File: src/sv/bsrff_pkg.sv
`default_nettype none

package bsrff_pkg;

    // default sizes
    localparam int TABLE_ENTRIES_DEF = 16;
    localparam int LINKS_DEF         = 3;
    localparam int WAVELENGTHS_DEF   = 5;

    // field widths
    localparam int BURST_W   = 32;
    localparam int HOP_W     = 4;
    localparam int PLEN_W    = 5;
    localparam int ID_W      = 8;
    localparam int BUSY_BITS = 15;
    localparam int CHANNEL_W = 4;
    localparam int PEER_W    = 10;
    localparam int CFG_IDX_W = 2;

    // peer encoding
    localparam int                NUM_PEERS   = 3;
    localparam logic [PEER_W-1:0] PEER_NONE   = 10'd512;
    localparam logic [1:0]        EDGE_PREFIX = 2'b01;

    typedef enum logic [CFG_IDX_W-1:0] {
        CFG_NODE_ID = 2'd0,
        CFG_PEER0   = 2'd1,
        CFG_PEER1   = 2'd2,
        CFG_PEER2   = 2'd3
    } t_cfg_idx;

    typedef enum logic [2:0] {
        OUT_FORWARD  = 3'd0,
        OUT_SENT     = 3'd1,
        OUT_BLOCKED  = 3'd2,
        OUT_BAD_HDR  = 3'd3,
        OUT_NO_PORT  = 3'd4,
        OUT_NO_RESV  = 3'd5,
        OUT_TBL_FULL = 3'd6
    } t_outcome;

    // index width with a floor of one bit
    function automatic int idx_width(input int n);
        return (n > 1) ? $clog2(n) : 1;
    endfunction

endpackage

`default_nettype wire

File: src/sv/bsrff_cell.sv
`default_nettype none

// One reservation entry plus one stage of the search token's path.
module bsrff_cell #(
    parameter int TABLE_ENTRIES = bsrff_pkg::TABLE_ENTRIES_DEF,
    parameter int LINKS         = bsrff_pkg::LINKS_DEF,
    parameter int INDEX         = 0
) (
    input  wire  i_clk,
    input  wire  i_rst_n,
    input  wire  [bsrff_pkg::BURST_W + 2*bsrff_pkg::idx_width(TABLE_ENTRIES)
                  + bsrff_pkg::idx_width(LINKS) + 2:0] i_tok,
    output logic [bsrff_pkg::BURST_W + 2*bsrff_pkg::idx_width(TABLE_ENTRIES)
                  + bsrff_pkg::idx_width(LINKS) + 2:0] o_tok,
    input  wire  [bsrff_pkg::BURST_W + bsrff_pkg::idx_width(TABLE_ENTRIES)
                  + bsrff_pkg::idx_width(LINKS) + 1:0] i_wr
);

    localparam int IW = bsrff_pkg::idx_width(TABLE_ENTRIES);
    localparam int LW = bsrff_pkg::idx_width(LINKS);

    typedef struct packed {
        logic                          valid;
        logic [bsrff_pkg::BURST_W-1:0] burst;
        logic                          hit;
        logic [IW-1:0]                 hit_idx;
        logic [LW-1:0]                 hit_link;
        logic                          free;
        logic [IW-1:0]                 free_idx;
    } t_tok;

    typedef struct packed {
        logic                          en;
        logic [IW-1:0]                 idx;
        logic                          valid;
        logic [bsrff_pkg::BURST_W-1:0] burst;
        logic [LW-1:0]                 link;
    } t_wr;

    localparam logic [IW-1:0] MY_IDX = IW'(INDEX);

    t_tok w_in;
    t_tok r_tok;
    t_tok n_tok;
    t_wr  w_wr;

    logic                          r_valid;
    logic [bsrff_pkg::BURST_W-1:0] r_burst;
    logic [LW-1:0]                 r_link;

    assign w_in  = i_tok;
    assign w_wr  = i_wr;
    assign o_tok = r_tok;

    // first match and first free slot win: earlier cells have already claimed
    always_comb begin
        n_tok       = w_in;
        n_tok.valid = w_in.valid;
        if (w_in.valid) begin
            if (r_valid && (r_burst == w_in.burst) && !w_in.hit) begin
                n_tok.hit      = 1'b1;
                n_tok.hit_idx  = MY_IDX;
                n_tok.hit_link = r_link;
            end
            if (!r_valid && !w_in.free) begin
                n_tok.free     = 1'b1;
                n_tok.free_idx = MY_IDX;
            end
        end
    end

    always_ff @(posedge i_clk) begin
        if (!i_rst_n) begin
            r_tok.valid <= 1'b0;
            r_valid     <= 1'b0;
        end else begin
            r_tok <= n_tok;
            if (w_wr.en && (w_wr.idx == MY_IDX)) begin
                r_valid <= w_wr.valid;
            end
        end
    end

    // entry payload, no reset
    always_ff @(posedge i_clk) begin
        if (w_wr.en && (w_wr.idx == MY_IDX) && w_wr.valid) begin
            r_burst <= w_wr.burst;
            r_link  <= w_wr.link;
        end
    end

endmodule

`default_nettype wire

File: config.mk
export PLATFORM = sky130hd
export DESIGN_NAME = bsrff_cell
export DESIGN_NICKNAME = d
export VERILOG_FILES = /design/src/sv/bsrff_pkg.sv /design/src/sv/bsrff_cell.sv
export SDC_FILE = /design/constraint.sdc
export NUM_CORES = 1
export LEC_CHECK = 0
export ABC_AREA = 1
export BUFFER_PORTS_ARGS = -buffer_cell sky130_fd_sc_hd__buf_4
export CELL_PAD_IN_SITES_DETAIL_PLACEMENT = 1
export CELL_PAD_IN_SITES_GLOBAL_PLACEMENT = 2
export CORE_MARGIN = 1
export CORE_UTILIZATION = 29
export CTS_CLUSTER_DIAMETER = 100
export CTS_CLUSTER_SIZE = 24
export DETAILED_ROUTE_END_ITERATION = 6
export PLACE_DENSITY = 0.85
export SLEW_MARGIN = 0
export SYNTH_ARGS = -nofsm -noshare
export SYNTH_HDL_FRONTEND = slang
export SYNTH_SLANG_ARGS = --single-unit
File: constraint.sdc
create_clock -name i_clk -period 1.7 [get_ports i_clk]
set_input_delay 0.085 -clock i_clk [delete_from_list [all_inputs] [get_ports i_clk]]
set_output_delay 0.085 -clock i_clk [all_outputs]
set_load 0.03 [all_outputs]
==> impl_metrics.yaml <==
global_route:
  antenna_found_initial: 0
  gr-usage-all-layers_pct: 15.1
  grt_pass1_wl_mm: 12.8
  overflow: 0
  grt_max_degree: 47
  grt_pass1_vias: 2701
worst_setup_path:
  crit_fanout: 6
  worstPathRequired_ns: 1.81
  critical_path_class: "reg2reg"
  worstPathArrival_ns: 1.71
  crit_path_end_kind: "register"
  crit_path_start_kind: "register"
timing:
  slew_headroom_pct: 60.1
  fin_crit_sh_pct: 94.5
  final_hold_viol_count: 0
  worstMarginPinSlew_ns: 0.599
  finClkSkew_ns: 0.0156
  max_freq_mhz: 623
  layout_min_cycle_time_ns: 1.61
  slew_viol_final: 0
  layout_setup_ws_ns: 0.0942
  setup_violations: 0
placed_design:
  dp_hpwl_mm: 5.45
  placedInstanceArea_um2: 4310
  dp.cells: 517
  port_buffers: 131
  routabilityCongestion: 0.691
  place_ws_ns: 0.0449
floorplanning:
  fp-row-count: 37
  io_pins: 132
  core_um2: 10400
  die_x_um: 106
  die-area_um2: 11200
  start_util_pct: 30.1
  die_h_um: 106
power_and_ir_drop:
  power.leakage_uw: 0.00233
  ir_drop_mv: 0.559
  total_power_uw: 4570
  power_density_nw_per_um2: 866
routing:
  maxUsedRoutingLayer: "met4"
  vias_per_cell: 4.03
  wl_per_cell_um: 13.6
  wl_met3_um: 489
  first_pass_iters: 4
  wl_met2_mm: 4.56
  drcViolationCount: 0
  drt-initial-drc-count: 39
  antenna_left: 0
  wl_mm: 8.26
  route.vias.total: 2448
  wl_met1_mm: 3.12
clock_tree:
  root_buffer: "clkbuf_8"
  cts_tree: "built"
  clk_pin_slew_worst_paths_ns: 0.09
  cts_buffer_depth: 2
  htreeDepth: 3
  clkLatencyLatePin_ns: 0.34
  numCtsBuffers: 9
  cts.sinks: 80
logic_synthesis:
  ys_warn_count: 0
  synth_seq_cells: 80
  synth_cells: 249
  syn-cell-area_um2: 3130
  synth_ff_type: "edfxtp_1"
  synth_common_cells: "78 x edfxtp_1, 67 x nand2_1, 42 x inv_1, 24 x nor2_1, 8 x xnor2_1"
  synth.top_cells.by_area: "edfxtp_1 75%, nand2_1 8.0%, inv_1 5.0%, nor2_1 2.9%, xnor2_1 2.2%"
  post-synth-top-area-fraction_pct: 74.8
  synth.yosys.seq_area_share_pct: 76.0
  syn_avg_cell_area_um2: 12.6
  yosysMostFrequentCell: "edfxtp_1"
  async_reset_ff_share_pct: 0
  synth_edf_count: 78
  synth_nets: 336
  ys_types: 20
  synth_top_area_cell: "edfxtp_1"
outcome:
  status: "completed"
min_path:
  hp-class: "in2reg"
run:
  maxCapViolCount: 0
finish:
  fin_util_pct: 50.7
  design_area_um2: 5280
  multi_input_area_um2: 582
  drive_gt1_share_pct: 34.7
  fillers: 1128
  finish.net_count: 554
  n_antenna_cell: 0
  fin_cells: 608
  area_growth_pct: 68.5
  final-seq-area_um2: 2380
cells in the final DEF (no fill, tap or decap), drive strengths merged, types with 2 or more instances in the layout:
cell	n
clkbuf	9
o21ai	4
clkinv	3
nand2	68
nand4	3
bufinv	2
xnor2	8
clkinvlp	2
inv	47
nor2	28
dlygate4sd3	72
nand3	3
edfxtp	78
dfxtp	2
buf	135
o22ai	3
report_power, final:
part	internal [uW]	switching (uW)
Sequential	2270	29.3
Clock	827	717
Combinational	371	355
Total	3470	1100
final cells by class:
cell class	instances	share of cell area, %
flip-flops and latches	80	45.1
repair buffers	207	33.1
multi-input cells	122	11.0
inverters	47	3.34
well taps	136	3.22
clock buffers	9	2.35
clock inverters	7	1.83
cell families after synthesis:
kind of cell / Yosys count / share of synthesized area [%]
AO/OA/AOI/OAI: 10 / 2.04
XOR/XNOR: 8 / 2.24
buffers and inverters: 47 / 5.63
flip-flops: 80 / 76.0
AND/OR/NAND/NOR: 104 / 14.1
state kept, by name, indices dropped and copies added, names as in the netlist:
| signal | cells |
|---|---|
| r_burst | 32 |
| r_valid | 1 |
| o_tok | 45 |
| r_link | 2 |
final timing paths:
kind,startpoint,slack [ns],cells after the start,endpoint
worst max-delay path,r_burst[16],0.09,10,o_tok[5]
worst min-delay path,i_tok[5],0.03,3,o_tok[5]
worst max register to register,r_burst[16],0.09,10,o_tok[5]
worst min register to register,r_valid,0.53,2,r_valid
critical path, stage by stage, from the launching register on:
cell and delay [ns]:
edfxtp_1 0.41, nor2_1 0.15, nor2_1 0.07, nor2_1 0.10
nand2_1 0.07, nor2_2 0.09, nand2_2 0.07, nor2_4 0.17
nand3_4 0.12, nand2_1 0.08, nand2_1 0.05
layer usage:
layer  vias up  track usage [%]
met4         0             5.06
met3         9             3.86
li1       1246                -
met5         -                0
met2        86             29.3
met1      1107             15.5
repair_timing:
item / CTS / global route
resized for setup: 0 / 3
hold buffers: 71 / 1
hold endpoints to repair: 71 / 1
setup endpoints to repair: 0 / 6
setup buffers: 0 / 3
stage by stage:
stage | TNS, ns | hold WS [ns]
global placement | 0 | 0.263
global route | -0.00291 | 0.00133
finish | 0 | 0.0254
CTS | 0 | 0.00895
detailed placement | 0 | 0.265
floorplan | 0 | 0.178
Note: power is estimated with default switching activity, not from simulation.
